### src/sv/rmsm_pkg.sv
`timescale 1ns / 1ps

package rmsm_pkg;

    localparam int MC     = 8;
    localparam int RES_W  = 8;
    localparam int PEP_W  = 16;
    localparam int SITE_W = 16;
    localparam int LEN_W  = 4;
    localparam int MODE_W = 3;
    localparam int ANCH_W = 3;
    localparam int ADDR_W = 5;
    localparam int DATA_W = 64;

    localparam logic [7:0] CH_X     = 8'h58;
    localparam logic [7:0] CH_B     = 8'h42;
    localparam logic [7:0] CH_J     = 8'h4A;
    localparam logic [7:0] CH_Z     = 8'h5A;
    localparam logic [7:0] CH_D     = 8'h44;
    localparam logic [7:0] CH_N     = 8'h4E;
    localparam logic [7:0] CH_I     = 8'h49;
    localparam logic [7:0] CH_L     = 8'h4C;
    localparam logic [7:0] CH_E     = 8'h45;
    localparam logic [7:0] CH_Q     = 8'h51;
    localparam logic [7:0] CH_UA    = 8'h41;
    localparam logic [7:0] CH_UZ    = 8'h5A;
    localparam logic [7:0] CH_LA    = 8'h61;
    localparam logic [7:0] CH_LZ    = 8'h7A;
    localparam logic [7:0] CASE_OFS = 8'h20;

    localparam logic [MODE_W-1:0] RM_ANY    = 3'd0;
    localparam logic [MODE_W-1:0] RM_PROT_N = 3'd1;
    localparam logic [MODE_W-1:0] RM_PEP_N  = 3'd2;
    localparam logic [MODE_W-1:0] RM_PROT_C = 3'd3;
    localparam logic [MODE_W-1:0] RM_PEP_C  = 3'd4;

    localparam logic [1:0] REG_MOTIF = 2'd0;
    localparam logic [1:0] REG_LEN   = 2'd1;
    localparam logic [1:0] REG_MODE  = 2'd2;

    typedef logic [MC-1:0][7:0] t_motif;

    typedef struct packed {
        logic [RES_W-1:0] residue;
        logic [PEP_W-1:0] peptide_position;
        logic [PEP_W-1:0] peptide_length;
        logic             end_of_protein;
    } t_in_item;

    typedef struct packed {
        logic [SITE_W-1:0] site_position;
        logic              fits;
        logic              last_of_protein;
    } t_out_item;

    typedef struct packed {
        logic [LEN_W-1:0]  len;
        logic [ANCH_W-1:0] anchor;
        logic [MODE_W-1:0] mode;
        logic              eop;
    } t_eval_ctl;

    function automatic logic [7:0] f_upper(input logic [7:0] c);
        logic [7:0] r;
        r = c;
        if (c >= CH_LA && c <= CH_LZ) begin
            r = c - CASE_OFS;
        end
        return r;
    endfunction

    function automatic logic f_char_match(input logic [7:0] m, input logic [7:0] s);
        logic r;
        r = (m == CH_X) || (m == s)
            || (m == CH_B && (s == CH_D || s == CH_N))
            || (m == CH_J && (s == CH_I || s == CH_L))
            || (m == CH_Z && (s == CH_E || s == CH_Q));
        return r;
    endfunction

endpackage

### src/sv/residue_motif_site_matcher.sv
`timescale 1ns / 1ps
// Channel   Direction  Handshake                 Payload
// input     in         i_in_valid / o_in_stall   i_in_data  (t_in_item)
// output    out        o_out_valid / i_out_stall o_out_data (t_out_item)
// config    in         psel/penable/pwrite/pready paddr, pwdata, prdata
//
// One residue transfer is taken per cycle unless the input stalls.
// A residue carrying end of protein yields up to CAP verdicts (the smaller of MOTIF_MAX
// and eight), one per cycle from the output batch register while it is not stalled;
// the input stalls once the next residue that owes a verdict has to wait for them.
// Reset is synchronous and active low and clears the control state only.
// A stall at the output holds the batch, then the evaluation stage, then the input.

module residue_motif_site_matcher import rmsm_pkg::*; #(
    parameter int MOTIF_MAX = 8,
    parameter int POS_WIDTH = 16
) (
    input  logic              i_clk,
    input  logic              i_rst_n,
    input  logic              i_in_valid,
    output logic              o_in_stall,
    input  t_in_item          i_in_data,
    output logic              o_out_valid,
    input  logic              i_out_stall,
    output t_out_item         o_out_data,
    input  logic              psel,
    input  logic              penable,
    input  logic              pwrite,
    input  logic [ADDR_W-1:0] paddr,
    input  logic [DATA_W-1:0] pwdata,
    output logic [DATA_W-1:0] prdata,
    output logic              pready
);

    localparam int CAP    = (MOTIF_MAX < MC) ? MOTIF_MAX : MC;
    localparam int FILL_W = $clog2(MOTIF_MAX + 1);
    localparam int AGE_W  = (CAP > 1) ? $clog2(CAP) : 1;

    logic [DATA_W-1:0] r_motif;
    logic [LEN_W-1:0]  r_len;
    logic [MODE_W-1:0] r_mode;

    logic                 r_s1_valid;
    logic                 r_eop;
    logic [FILL_W-1:0]    r_fill;
    logic [POS_WIDTH-1:0] r_pos;
    logic [FILL_W-1:0]    n_fill;
    logic [POS_WIDTH-1:0] n_pos;

    logic                 r_b_valid;
    logic [CAP-1:0]       r_b_fits;
    logic [AGE_W-1:0]     r_b_age;
    logic [POS_WIDTH-1:0] r_b_pos;
    logic                 r_b_eop;

    t_motif    w_motif_up;
    t_eval_ctl w_ctl;
    logic [LEN_W-1:0]  w_len;
    logic [ANCH_W-1:0] w_anchor;
    logic [LEN_W-1:0]  w_d;
    logic              w_wr;
    logic              w_in_ok;
    logic              w_out_ok;
    logic              w_b_done;
    logic              w_s1_need;
    logic              w_s1_take;
    logic              w_load;
    logic [AGE_W-1:0]  w_start_age;
    logic [CAP-1:0]    w_fits;
    logic [POS_WIDTH-1:0] w_site;

    logic [MOTIF_MAX-1:0][RES_W-1:0] w_res;
    logic [MOTIF_MAX-1:0][PEP_W-1:0] w_pp;
    logic [MOTIF_MAX-1:0][PEP_W-1:0] w_pl;
    logic [MOTIF_MAX-1:0][MC-1:0]    w_match;

    assign pready = 1'b1;
    assign w_wr   = psel && penable && pwrite && pready;

    always_ff @(posedge i_clk) begin
        if (!i_rst_n) begin
            r_motif <= '0;
            r_len   <= LEN_W'(1);
            r_mode  <= RM_ANY;
        end else if (w_wr) begin
            unique case (paddr[4:3])
                REG_MOTIF: r_motif <= pwdata;
                REG_LEN:   r_len   <= pwdata[LEN_W-1:0];
                REG_MODE:  r_mode  <= pwdata[MODE_W-1:0];
                default:   ;
            endcase
        end
    end

    always_comb begin
        unique case (paddr[4:3])
            REG_MOTIF: prdata = r_motif;
            REG_LEN:   prdata = DATA_W'(r_len);
            REG_MODE:  prdata = DATA_W'(r_mode);
            default:   prdata = '0;
        endcase
    end

    always_comb begin
        logic found;
        w_len = r_len;
        if (w_len == '0) begin
            w_len = LEN_W'(1);
        end
        if (w_len > LEN_W'(CAP)) begin
            w_len = LEN_W'(CAP);
        end
        for (int i = 0; i < MC; i++) begin
            w_motif_up[i] = f_upper(r_motif[8*i +: 8]);
        end
        found    = 1'b0;
        w_anchor = '0;
        for (int i = 0; i < CAP; i++) begin
            if (!found && LEN_W'(i) < w_len
                && r_motif[8*i +: 8] >= CH_UA && r_motif[8*i +: 8] <= CH_UZ) begin
                w_anchor = ANCH_W'(i);
                found    = 1'b1;
            end
        end
        w_d = w_len - LEN_W'(1) - LEN_W'(w_anchor);
    end

    assign w_ctl = '{len: w_len, anchor: w_anchor, mode: r_mode, eop: r_eop};

    genvar k;
    generate
        for (k = 0; k < MOTIF_MAX; k++) begin : g_cell
            if (k == 0) begin : g_head
                rmsm_cell u_cell (
                    .i_clk     (i_clk),
                    .i_shift   (w_in_ok),
                    .i_residue (i_in_data.residue),
                    .i_pp      (i_in_data.peptide_position),
                    .i_pl      (i_in_data.peptide_length),
                    .i_motif   (w_motif_up),
                    .o_residue (w_res[k]),
                    .o_pp      (w_pp[k]),
                    .o_pl      (w_pl[k]),
                    .o_match   (w_match[k])
                );
            end else begin : g_body
                rmsm_cell u_cell (
                    .i_clk     (i_clk),
                    .i_shift   (w_in_ok),
                    .i_residue (w_res[k-1]),
                    .i_pp      (w_pp[k-1]),
                    .i_pl      (w_pl[k-1]),
                    .i_motif   (w_motif_up),
                    .o_residue (w_res[k]),
                    .o_pp      (w_pp[k]),
                    .o_pl      (w_pl[k]),
                    .o_match   (w_match[k])
                );
            end
        end
    endgenerate

    rmsm_eval #(
        .MOTIF_MAX (MOTIF_MAX),
        .POS_WIDTH (POS_WIDTH),
        .CAP       (CAP),
        .FILL_W    (FILL_W)
    ) u_eval (
        .i_ctl   (w_ctl),
        .i_fill  (r_fill),
        .i_pos   (r_pos),
        .i_match (w_match),
        .i_pp    (w_pp),
        .i_pl    (w_pl),
        .o_fits  (w_fits)
    );

    assign w_out_ok  = r_b_valid && !i_out_stall;
    assign w_b_done  = w_out_ok && (!r_b_eop || r_b_age == '0);
    assign w_s1_need = r_eop || (32'(w_d) < 32'(r_fill));
    assign w_s1_take = !w_s1_need || !r_b_valid || w_b_done;
    assign w_load    = r_s1_valid && w_s1_take && w_s1_need;
    assign o_in_stall = r_s1_valid && !w_s1_take;
    assign w_in_ok    = i_in_valid && !o_in_stall;

    always_comb begin
        if (r_eop && (32'(w_d) >= 32'(r_fill))) begin
            w_start_age = AGE_W'(r_fill - FILL_W'(1));
        end else begin
            w_start_age = AGE_W'(w_d);
        end
    end

    always_comb begin
        logic [FILL_W-1:0]    base_fill;
        logic [POS_WIDTH-1:0] base_pos;
        base_fill = r_eop ? '0 : r_fill;
        base_pos  = r_eop ? '0 : r_pos;
        n_fill = (base_fill == FILL_W'(MOTIF_MAX)) ? base_fill : base_fill + FILL_W'(1);
        n_pos  = (base_pos == '1) ? base_pos : base_pos + POS_WIDTH'(1);
    end

    always_ff @(posedge i_clk) begin
        if (!i_rst_n) begin
            r_s1_valid <= 1'b0;
            r_eop      <= 1'b0;
            r_fill     <= '0;
            r_pos      <= '0;
        end else if (w_in_ok) begin
            r_s1_valid <= 1'b1;
            r_eop      <= i_in_data.end_of_protein;
            r_fill     <= n_fill;
            r_pos      <= n_pos;
        end else if (w_s1_take) begin
            r_s1_valid <= 1'b0;
        end
    end

    always_ff @(posedge i_clk) begin
        if (!i_rst_n) begin
            r_b_valid <= 1'b0;
        end else if (w_load) begin
            r_b_valid <= 1'b1;
        end else if (w_b_done) begin
            r_b_valid <= 1'b0;
        end
    end

    always_ff @(posedge i_clk) begin
        if (w_load) begin
            r_b_fits <= w_fits;
            r_b_age  <= w_start_age;
            r_b_pos  <= r_pos;
            r_b_eop  <= r_eop;
        end else if (w_out_ok && !w_b_done) begin
            r_b_age  <= r_b_age - AGE_W'(1);
        end
    end

    assign w_site      = r_b_pos - POS_WIDTH'(r_b_age);
    assign o_out_valid = r_b_valid;
    assign o_out_data  = '{site_position:   SITE_W'(w_site),
                           fits:            r_b_fits[r_b_age],
                           last_of_protein: r_b_eop && (r_b_age == '0)};

    a_s1_held: assert property (@(posedge i_clk) disable iff (!i_rst_n)
        (r_s1_valid && o_in_stall) |=> r_s1_valid)
        else $error("pending evaluation dropped while input stalled");

    a_fill_cap: assert property (@(posedge i_clk) disable iff (!i_rst_n)
        32'(r_fill) <= MOTIF_MAX)
        else $error("fill count above window depth");

    a_new_protein: assert property (@(posedge i_clk) disable iff (!i_rst_n)
        (w_in_ok && r_eop) |=> (r_pos == POS_WIDTH'(1) && r_fill == FILL_W'(1)))
        else $error("new protein did not restart position and fill");

    a_reset_idle: assert property (@(posedge i_clk)
        !i_rst_n |=> (!o_out_valid && !r_s1_valid))
        else $error("pipeline not empty after reset");

endmodule

### src/sv/rmsm_cell.sv
`timescale 1ns / 1ps

module rmsm_cell import rmsm_pkg::*; (
    input  logic             i_clk,
    input  logic             i_shift,
    input  logic [RES_W-1:0] i_residue,
    input  logic [PEP_W-1:0] i_pp,
    input  logic [PEP_W-1:0] i_pl,
    input  t_motif           i_motif,
    output logic [RES_W-1:0] o_residue,
    output logic [PEP_W-1:0] o_pp,
    output logic [PEP_W-1:0] o_pl,
    output logic [MC-1:0]    o_match
);

    logic [RES_W-1:0] r_residue;
    logic [PEP_W-1:0] r_pp;
    logic [PEP_W-1:0] r_pl;

    always_ff @(posedge i_clk) begin
        if (i_shift) begin
            r_residue <= i_residue;
            r_pp      <= i_pp;
            r_pl      <= i_pl;
        end
    end

    always_comb begin
        for (int i = 0; i < MC; i++) begin
            o_match[i] = f_char_match(i_motif[i], r_residue);
        end
    end

    assign o_residue = r_residue;
    assign o_pp      = r_pp;
    assign o_pl      = r_pl;

endmodule

### src/sv/rmsm_eval.sv
`timescale 1ns / 1ps

module rmsm_eval import rmsm_pkg::*; #(
    parameter int MOTIF_MAX = 8,
    parameter int POS_WIDTH = 16,
    parameter int CAP       = (MOTIF_MAX < MC) ? MOTIF_MAX : MC,
    parameter int FILL_W    = $clog2(MOTIF_MAX + 1)
) (
    input  t_eval_ctl                        i_ctl,
    input  logic [FILL_W-1:0]                i_fill,
    input  logic [POS_WIDTH-1:0]             i_pos,
    input  logic [MOTIF_MAX-1:0][MC-1:0]     i_match,
    input  logic [MOTIF_MAX-1:0][PEP_W-1:0]  i_pp,
    input  logic [MOTIF_MAX-1:0][PEP_W-1:0]  i_pl,
    output logic [CAP-1:0]                   o_fits
);

    localparam int EXT_W = MOTIF_MAX + 2 * CAP;

    logic [CAP-1:0][EXT_W-1:0] w_ext;
    logic [CAP-1:0][EXT_W-1:0] w_sh;

    always_comb begin
        for (int i = 0; i < CAP; i++) begin
            w_ext[i] = '0;
            for (int r = 0; r < MOTIF_MAX; r++) begin
                w_ext[i][r + CAP - 1] = i_match[r][i] && (FILL_W'(r) < i_fill);
            end
            w_sh[i] = w_ext[i] >> i_ctl.anchor;
        end
    end

    always_comb begin
        logic                 ok;
        logic                 term;
        logic                 last;
        logic [POS_WIDTH-1:0] site;
        for (int a = 0; a < CAP; a++) begin
            ok = 1'b1;
            for (int i = 0; i < CAP; i++) begin
                if (LEN_W'(i) < i_ctl.len && !w_sh[i][a + CAP - 1 - i]) begin
                    ok = 1'b0;
                end
            end
            site = i_pos - POS_WIDTH'(a);
            last = i_ctl.eop && (a == 0);
            unique case (i_ctl.mode)
                RM_PROT_N: term = (site <= POS_WIDTH'(2));
                RM_PEP_N:  term = (i_pp[a] <= PEP_W'(1));
                RM_PROT_C: term = last;
                RM_PEP_C:  term = (i_pp[a] >= i_pl[a]);
                default:   term = 1'b1;
            endcase
            o_fits[a] = ok && term;
        end
    end

endmodule

### config.mk
export PLATFORM = sky130hd
export DESIGN_NAME = residue_motif_site_matcher
export DESIGN_NICKNAME = d
export VERILOG_FILES = /design/src/sv/rmsm_pkg.sv /design/src/sv/residue_motif_site_matcher.sv /design/src/sv/rmsm_cell.sv /design/src/sv/rmsm_eval.sv
export SDC_FILE = /design/constraint.sdc
export NUM_CORES = 1
export LEC_CHECK = 0
export BUFFER_PORTS_ARGS = -buffer_cell sky130_fd_sc_hd__buf_2
export CAP_MARGIN = 20
export CORE_UTILIZATION = 25
export CTS_BUF_LIST = sky130_fd_sc_hd__clkbuf_16
export DETAILED_ROUTE_END_ITERATION = 7
export SLEW_MARGIN = 20
export SYNTH_ARGS = -nofsm -noshare
export SYNTH_HDL_FRONTEND = slang
export SYNTH_SLANG_ARGS = --single-unit
### constraint.sdc
create_clock -name i_clk -period 13.4 [get_ports i_clk]
set_input_delay 0.67 -clock i_clk [delete_from_list [all_inputs] [get_ports i_clk]]
set_output_delay 0.67 -clock i_clk [all_outputs]
set_load 0.01 [all_outputs]
==> run_results.csv, run 1 <==
group,metric,value,unit
setup_path,critPathBufInv,5,
setup_path,critical_path.cell_chain,"nor3b_1, and3_1, o211ai_1, a21o_1, a22o_2, inv_2, ha_1, inv_1, fa_1, xnor2_1, ha_1, and3_1, a221oi_1, o21ai_0, o21ai_1, buf_4, inv_8, buf_4",
final_layout,final_core_util,28.7,%
floorplanning,coreArea,126000,um^2
route,drt_pass1_iterations,8,
synthesis,share_of_flip_flops_with_an_asynchronous_set_or_reset,0,%
setup_path,r2r-end,"g_cell[1].g_body.u_cell.o_pl[2]",
clock_tree,htree_levels,2,
power,cell_area_power_density,93.2,nW/um^2
setup_path,slowest_delay,0.83,ns
power,vdd_drop_max,100,uV
route,detail_route.wl_per_cell,23.6,um
route,via_count,28100,
route,first_iter_violations,3627,
final_layout,area_growth,13.7,%
power,power.leakage,0.0133,uW
synthesis,number_of_flops_mapped_to_enable_cells_by_yosys,348,
synthesis,synth_cell_types,97,
timing,hold_viol,0,
setup_path,rrSetupSlack,6.08,ns
timing,fmaxAchievable,0.137,GHz
setup_path,cp-startpoint,"r_motif[49]",
final_layout,layout.cells.most_common_list,"edfxtp_1, nand2_1, xnor2_1, inv_1, buf_2",
global_route,grt_antenna_before_repair,22,
timing,rsz0062_at_grt,"no",
floorplanning,floorplan.initialDensity,25.2,%
final_layout,multi_input_comb_area,17700,um^2
route,drc,0,
floorplanning,rows,130,
final_layout,regArea,12300,um^2
setup_path,arrival,7.57,ns
synthesis,synth.yosys.seq_area_share,38.8,%
clock_tree,cts_sinks,442,
flow_run,maxCapViolCount,0,
power,post-layout-total-power,3370,uW
route,dr.max_layer_used,"met5",
route,route.detailed.vias_per_inst,5.38,
hold_path,hold_path_end,"g_cell[0].g_head.u_cell.o_residue[3]",
synthesis,ys.warnings.count,0,
final_layout,fill_cells,13400,
clock_tree,post_cts_resize_count,0,
global_route,gr-total-overflow,0,
floorplanning,die_area,129000,um^2
clock_tree,cts_buffers,49,
timing,post-route-period-util,54.6,%
route,met2WireLength,54400,um
synthesis,yosys_most_used_dff,"edfxtp_1",
clock_tree,post_cts_buffers,0,
hold_path,min_from,"i_in_data[36]",
synthesis,mappedNetlistNets,3721,
outcome,run_status,"finished clean",
floorplanning,width_of_the_die,358,um
synthesis,mappedNetlistArea,31800,um^2
setup_path,required,13.65,ns
clock_tree,clk_latency,0.65,ns
final_layout,post_route_cells_drive_above_1_share,12.1,%
route,route.final.wire_length,123000,um
route,wl_met1,49900,um
clock_tree,clk_pin_slew_worst_paths,0.06,ns
clock_tree,clock-root-buffer,"clkbuf_16",
setup_path,crit_path_start_kind,"flip-flop",
hold_path,hold-path-cell-count,1,
timing,fin_crit,7.32,ns
floorplanning,fp.dieH,358,um
synthesis,ys_seq_elements,442,
setup_path,cp_max_fo,117,
global_route,grt_first_pass_wirelength,177000,um
global_route,track_usage,18.6,%
timing,slew_viol_final,0,
setup_path,ff2ff_path_depth,18,
global_route,via_count_of_the_first_global_routing_pass,26300,
hold_path,timing.hold.worst.class,"in2reg",
timing,worst_slew_margin_rel,5.70,%
setup_path,crit_type,"reg2reg",
setup_path,critPathCaptureType,"flip-flop",
final_layout,layout.cells.most_common,"edfxtp_1",
timing,worst_slew_pin_slew,1.38,ns
clock_tree,cts_max_path_buffers,3,
clock_tree,tritoncts,"built",
global_route,grt_start_max_net_pins,153,
final_layout,final_nets,3807,
place,finalWeightedCongestion,1.04,
setup_path,r2r_start,"r_motif[49]",
timing,fin_worst_skew,0.0343,ns
setup_path,crit_path_leading_delay_family,"buffers and inverters",
timing,fin_setup_tns,0,ns
place,place.detailed.hpwl,89200,um
route,ant_nets,0,
place,quantity_of_i_o_buffers_inserted_on_ports,197,
clock_tree,cts_hold_repair.buffers,0,
setup_path,slowest_stage,"dfxtp_1",
synthesis,postSynthCellCount,3431,
route,met3RoutedLength,13400,um
timing,setup_viol,0,
floorplanning,boundaryPins,202,
synthesis,syn_avg_cell_area,9.26,um^2
-- logic make-up after synthesis --
| group | share of synthesized area (%) |
|---|---|
| buffers and inverters | 5.61 |
| other | 0.0118 |
| AO/OA/AOI/OAI | 18.0 |
| multiplexers | 1.59 |
| flip-flops | 38.8 |
| adder cells (fa/ha/maj) | 6.86 |
| XOR/XNOR | 11.2 |
| AND/OR/NAND/NOR | 17.9 |
-- through the flow --
step                      instances  setup WS [ns]  area (um^2)  hold slack, ns
after floorplan                3431           4.18        31800           0.406
after global placement         5114           6.31        34500           0.432
after detailed placement       5114           6.25        34500           0.433
after CTS                      5205           6.23        36100           0.168
after global routing           5208           5.67        36100           0.189
final                          5220           6.08        36100           0.201
-- flip-flops by register name (all words and copies together) (netlist names), 3 cells and up --
signal / cells
g_cell.g_body.u_cell.o_pp: 112
g_cell.g_head.u_cell.o_pp: 16
r_motif: 64
g_cell.g_head.u_cell.o_pl: 16
r_b_age: 3
g_cell.g_head.u_cell.o_residue: 8
g_cell.g_body.u_cell.o_pl: 112
r_b_pos: 16
r_fill: 4
r_pos: 16
r_b_fits: 8
r_len: 4
r_mode: 3
g_cell.g_body.u_cell.o_residue: 56
-- power by group --
part	internal, uW	switching (uW)	total [uW]
Combinational	163	266	429
Clock	706	586	1290
Sequential	1560	84.0	1640
-- metal layers --
layer  vias up  track usage [%]
met4         8             7.50
met5         -                0
li1      12800                -
met3       354             4.79
met2      1520             29.3
met1     13400             24.1
-- worst max-delay path by stage --
| stage | endpoint | slack, ns | cells after the start |
|---|---|---|---|
| after floorplan | r_pos[6] | 4.18 | 24 |
| after global placement | g_cell[0].g_head.u_cell.o_pp[1] | 6.31 | 19 |
| after detailed placement | g_cell[0].g_head.u_cell.o_pp[1] | 6.25 | 18 |
| after CTS | g_cell[4].g_body.u_cell.o_pp[2] | 6.23 | 18 |
| after global routing | g_cell[1].g_body.u_cell.o_pl[2] | 5.67 | 18 |
| final | g_cell[1].g_body.u_cell.o_pl[2] | 6.08 | 18 |
-- Yosys cell counts (12+ instances only) --
library cell	n	area, um^2
edfxtp_1	348	10500
nand2_1	286	1070
xnor2_1	242	2120
inv_1	211	792
clkbuf_1	175	657
ha_1	171	2140
xor2_1	166	1450
nor2_1	157	589
a21oi_1	144	721
nor3_1	117	586
o21ai_0	111	556
dfxtp_1	94	1880
nor4_1	80	500
a21boi_0	76	571
nand2b_1	67	419
nand3_1	62	310
a21o_1	60	450
nand4_1	59	369
o22ai_1	55	344
a31oi_1	53	332
buf_1	51	191
and2_1	47	294
mux2i_1	38	380
nor2b_1	35	219
a211oi_1	29	218
a2111oi_0	28	245
o211ai_1	26	195
o2111ai_1	24	210
or4_1	23	173
or3_1	22	138
a221oi_1	21	184
a22oi_1	19	143
nor3b_1	19	143
o21a_1	18	135
and3_1	15	93.8
or3b_2	15	131
or2_2	14	87.6
o221ai_1	13	114
o32ai_1	13	114
buf_2	12	60.1
nor4b_1	12	105
-- area by class of cell --
type	instances	share of cell area, %
well taps	1650	5.72
clock inverters	39	0.658
repair buffers	277	4.44
inverters	223	2.34
multi-input cells	2524	49.0
diodes	13	0.0901
flip-flops and latches	442	34.1
clock buffers	52	3.60
-- worst register-to-register path, cell delays in order, from the launching register on --
cell and delay [ns]:
dfxtp_1 0.83, nor3b_1 0.66, and3_1 0.25, o211ai_1 0.18
a21o_1 0.27, a22o_2 0.43, inv_2 0.66, ha_1 0.32
inv_1 0.06, fa_1 0.38, xnor2_1 0.17, ha_1 0.31
and3_1 0.16, a221oi_1 0.09, o21ai_0 0.37, o21ai_1 0.11
buf_4 0.22, inv_8 0.60, buf_4 0.79
No activity file was read; power rests on OpenSTA's default activity.
==> run 2: changes to the inputs <==
--- a/config.mk
+++ b/config.mk
@@ -5,6 +5,7 @@
 export SDC_FILE = /design/constraint.sdc
 export NUM_CORES = 1
 export LEC_CHECK = 0
+export ABC_AREA = 1
 export BUFFER_PORTS_ARGS = -buffer_cell sky130_fd_sc_hd__buf_2
 export CAP_MARGIN = 20
 export CORE_UTILIZATION = 25
==> constraint.sdc (replaced) <==
create_clock -name i_clk -period 7.17 [get_ports i_clk]
set_input_delay 0.3585 -clock i_clk [delete_from_list [all_inputs] [get_ports i_clk]]
set_output_delay 0.3585 -clock i_clk [all_outputs]
set_load 0.01 [all_outputs]
==> run 2 against run 1 <==
  * First-iteration DRC count is 17% higher
  * Utilization is 0.54 points higher
  * Synthesized cell count is 25% higher
  * Clock power is 120% higher
  * Cell area is 3.6% higher
  * Register-to-register slack worse by 4.9 ns
  * Routed wire length is 19% higher
  * Worst setup slack worse by 4.9 ns
  * Sequential power is 90% higher
  * Power is 110% higher
  * Critical endpoint is now r_pos[15]
  * Largest power group unchanged
==> run_results.csv, run 2 <==
group,metric,value,unit
setup_path,slowest_delay,0.44,ns
route,drt_pass1_iterations,7,
place,pre_cts_slack,1.23,ns
route,via_count,32900,
final_layout,area_growth,15.7,%
setup_path,required,7.68,ns
timing,layout_setup_ws,1.13,ns
route,route.detailed.vias_per_inst,5.28,
global_route,grt_start_max_net_pins,106,
synthesis,synth_cell_types,64,
setup_path,critical-path-top-cell-by-count,"nand2_1",
floorplanning,rows,131,
clock_tree,post_cts_buffers,0,
synthesis,synth.yosys.seq_area_share,38.1,%
power,vdd_drop_max,209,uV
power,post-layout-total-power,7000,uW
route,met3RoutedLength,16600,um
hold_path,timing.hold.worst.class,"in2reg",
route,detail_route.wl_per_cell,23.6,um
final_layout,final_nets,4754,
route,met2WireLength,61700,um
clock_tree,cts_buffers,51,
global_route,grt_first_pass_wirelength,210000,um
synthesis,synth_area_leaders,"edfxtp_1, nand2_1, ha_1, dfxtp_1, nand3_1",
floorplanning,floorplan.initialDensity,25.3,%
synthesis,syn_avg_cell_area,7.55,um^2
floorplanning,width_of_the_die,362,um
synthesis,postSynthCellCount,4282,
flow_run,maxCapViolCount,0,
floorplanning,boundaryPins,202,
clock_tree,cts_sinks,442,
synthesis,yosysTopAreaCell,"edfxtp_1",
route,route.final.wire_length,147000,um
synthesis,synth_most_common_cell,"nand2_1",
synthesis,share_of_flip_flops_with_an_asynchronous_set_or_reset,0,%
clock_tree,post_cts_resize_count,0,
route,dr.max_layer_used,"met5",
floorplanning,coreArea,128000,um^2
floorplanning,fp.dieH,362,um
synthesis,yosys_most_used_dff,"edfxtp_1",
setup_path,critPathCaptureType,"flip-flop",
synthesis,mappedNetlistNets,4572,
final_layout,layout.cells.most_common,"nand2_1",
synthesis,number_of_flops_mapped_to_enable_cells_by_yosys,348,
synthesis,synthDominantCellAreaShare,32.3,%
setup_path,crit_type,"reg2reg",
timing,slew_viol_final,0,
route,ant_nets,0,
synthesis,synth.cells.most_frequent,"nand2_1, inv_1, nor2_1",
global_route,grt_antenna_before_repair,16,
timing,hold_viol,0,
global_route,gr-total-overflow,0,
route,wl_met1,59800,um
clock_tree,cts_hold_repair.buffers,48,
final_layout,layout.cells.most_common_list,"nand2_1, inv_1, nor2_1, nand3_1, edfxtp_1",
timing,fin_worst_skew,0.0557,ns
power,cell_area_power_density,187,nW/um^2
timing,worst_slew_margin_rel,17.8,%
synthesis,ys.warnings.count,0,
global_route,track_usage,21.7,%
clock_tree,clock-root-buffer,"clkbuf_16",
global_route,via_count_of_the_first_global_routing_pass,31000,
timing,rsz0062_at_grt,"no",
route,drc,0,
place,place.detailed.hpwl,108000,um
timing,fin_crit,6.04,ns
setup_path,slowest_stage,"ha_1",
clock_tree,tritoncts,"built",
timing,fin_setup_tns,0,ns
place,quantity_of_i_o_buffers_inserted_on_ports,197,
timing,fmaxAchievable,0.166,GHz
timing,post-route-period-util,84.2,%
clock_tree,cts_max_path_buffers,3,
final_layout,post_route_cells_drive_above_1_share,11.2,%
place,finalWeightedCongestion,1.01,
synthesis,mappedNetlistArea,32300,um^2
synthesis,ys_seq_elements,442,
clock_tree,clk_latency,0.66,ns
power,power.leakage,0.0157,uW
floorplanning,die_area,131000,um^2
setup_path,arrival,6.55,ns
outcome,run_status,"finished clean",
setup_path,crit_path_start_kind,"flip-flop",
setup_path,cp_max_fo,9,
clock_tree,htree_levels,2,
final_layout,final_core_util,29.2,%
route,first_iter_violations,4237,
clock_tree,clk_pin_slew_worst_paths,0.07,ns
timing,worst_slew_pin_slew,1.22,ns
timing,setup_viol,0,
run 2: changes by cell type in the layout (fill, tap and decap cells not counted), moves of 59 or more:
| cell | previous run | this run |
|---|---|---|
| inv_1 | 220 | 474 |
| nand3_1 | 62 | 366 |
| nand4_1 | 59 | 138 |
| a21oi_1 | 144 | 267 |
| nor2_1 | 156 | 419 |
| nand2b_1 | 67 | 0 |
| o21ai_0 | 111 | 200 |
| xnor2_1 | 242 | 60 |
| a21o_1 | 60 | 1 |
| nand2_1 | 286 | 890 |
| a21boi_0 | 76 | 3 |
run 2: metal layers:
metal	track usage [%]	vias to the layer above
li1	-	15000
met1	28.2	15500
met2	32.7	1929
met3	6.03	457
met4	11.3	18
met5	0	-
run 2: final cells by class:
class	instances	area, um^2
Timing Repair Buffer	314	2020
Inverter	527	2000
Clock buffer	51	1280
Clock inverter	44	498
Sequential cell	442	12300
Tap cell	1729	2160
Fill cell	13800	90600
Multi-Input combinational cell	3128	17100
Antenna cell	5	12.5
run 2: stage by stage:
step                      hold WS [ns]  std cells  area (um^2)
after floorplan                  0.403       4282        32300
after global placement           0.434       6092        35100
after detailed placement         0.434       6092        35100
after global routing            0.0341       6235        37400
final                           0.0130       6240        37400
after CTS                      0.00627       6235        37400
run 2: cells by family (layout without fill, tap and decap cells):
family	count (synthesis)	after routing	synth area share, %
simple gates	2084	2084	29.1
compound gates	690	690	12.1
other cells	1	6	0.0116
fa+ha+maj	173	173	6.74
buf+inv	712	936	9.04
xor+xnor	180	180	4.87
flops	442	442	38.1
run 2: worst paths after layout:
| kind | slack, ns | depth (start not counted) | end | startpoint |
|---|---|---|---|---|
| worst min register to register | 0.45 | 0 | g_cell[3].g_body.u_cell.o_pl[5] | g_cell[2].g_body.u_cell.o_pl[5] |
| worst min-delay path | 0.01 | 3 | r_motif[61] | pwdata[61] |
| worst max register to register | 1.13 | 34 | r_pos[15] | r_len[3] |
| worst max-delay path | 1.13 | 34 | r_pos[15] | r_len[3] |
run 2: where the power goes:
| part | leakage (uW) | internal, uW | switching, uW | total (uW) |
|---|---|---|---|---|
| registers | 0.00416 | 2940 | 166 | 3110 |
| logic | 0.0107 | 336 | 757 | 1090 |
| clock network | 0.000885 | 1600 | 1200 | 2800 |
| total | 0.0157 | 4880 | 2120 | 7000 |
run 2: worst max-delay path, delay by kind of cell, from the launching register on:
kind | cells | cell delay [ns]
AOI/OAI and AO/OA | 4 | 0.54
xor gates and xnor gates | 1 | 0.14
adders and majority gates | 2 | 0.73
buffers and inverters | 5 | 0.74
DFF | 1 | 0.39
and+or+nand+nor | 22 | 3.37
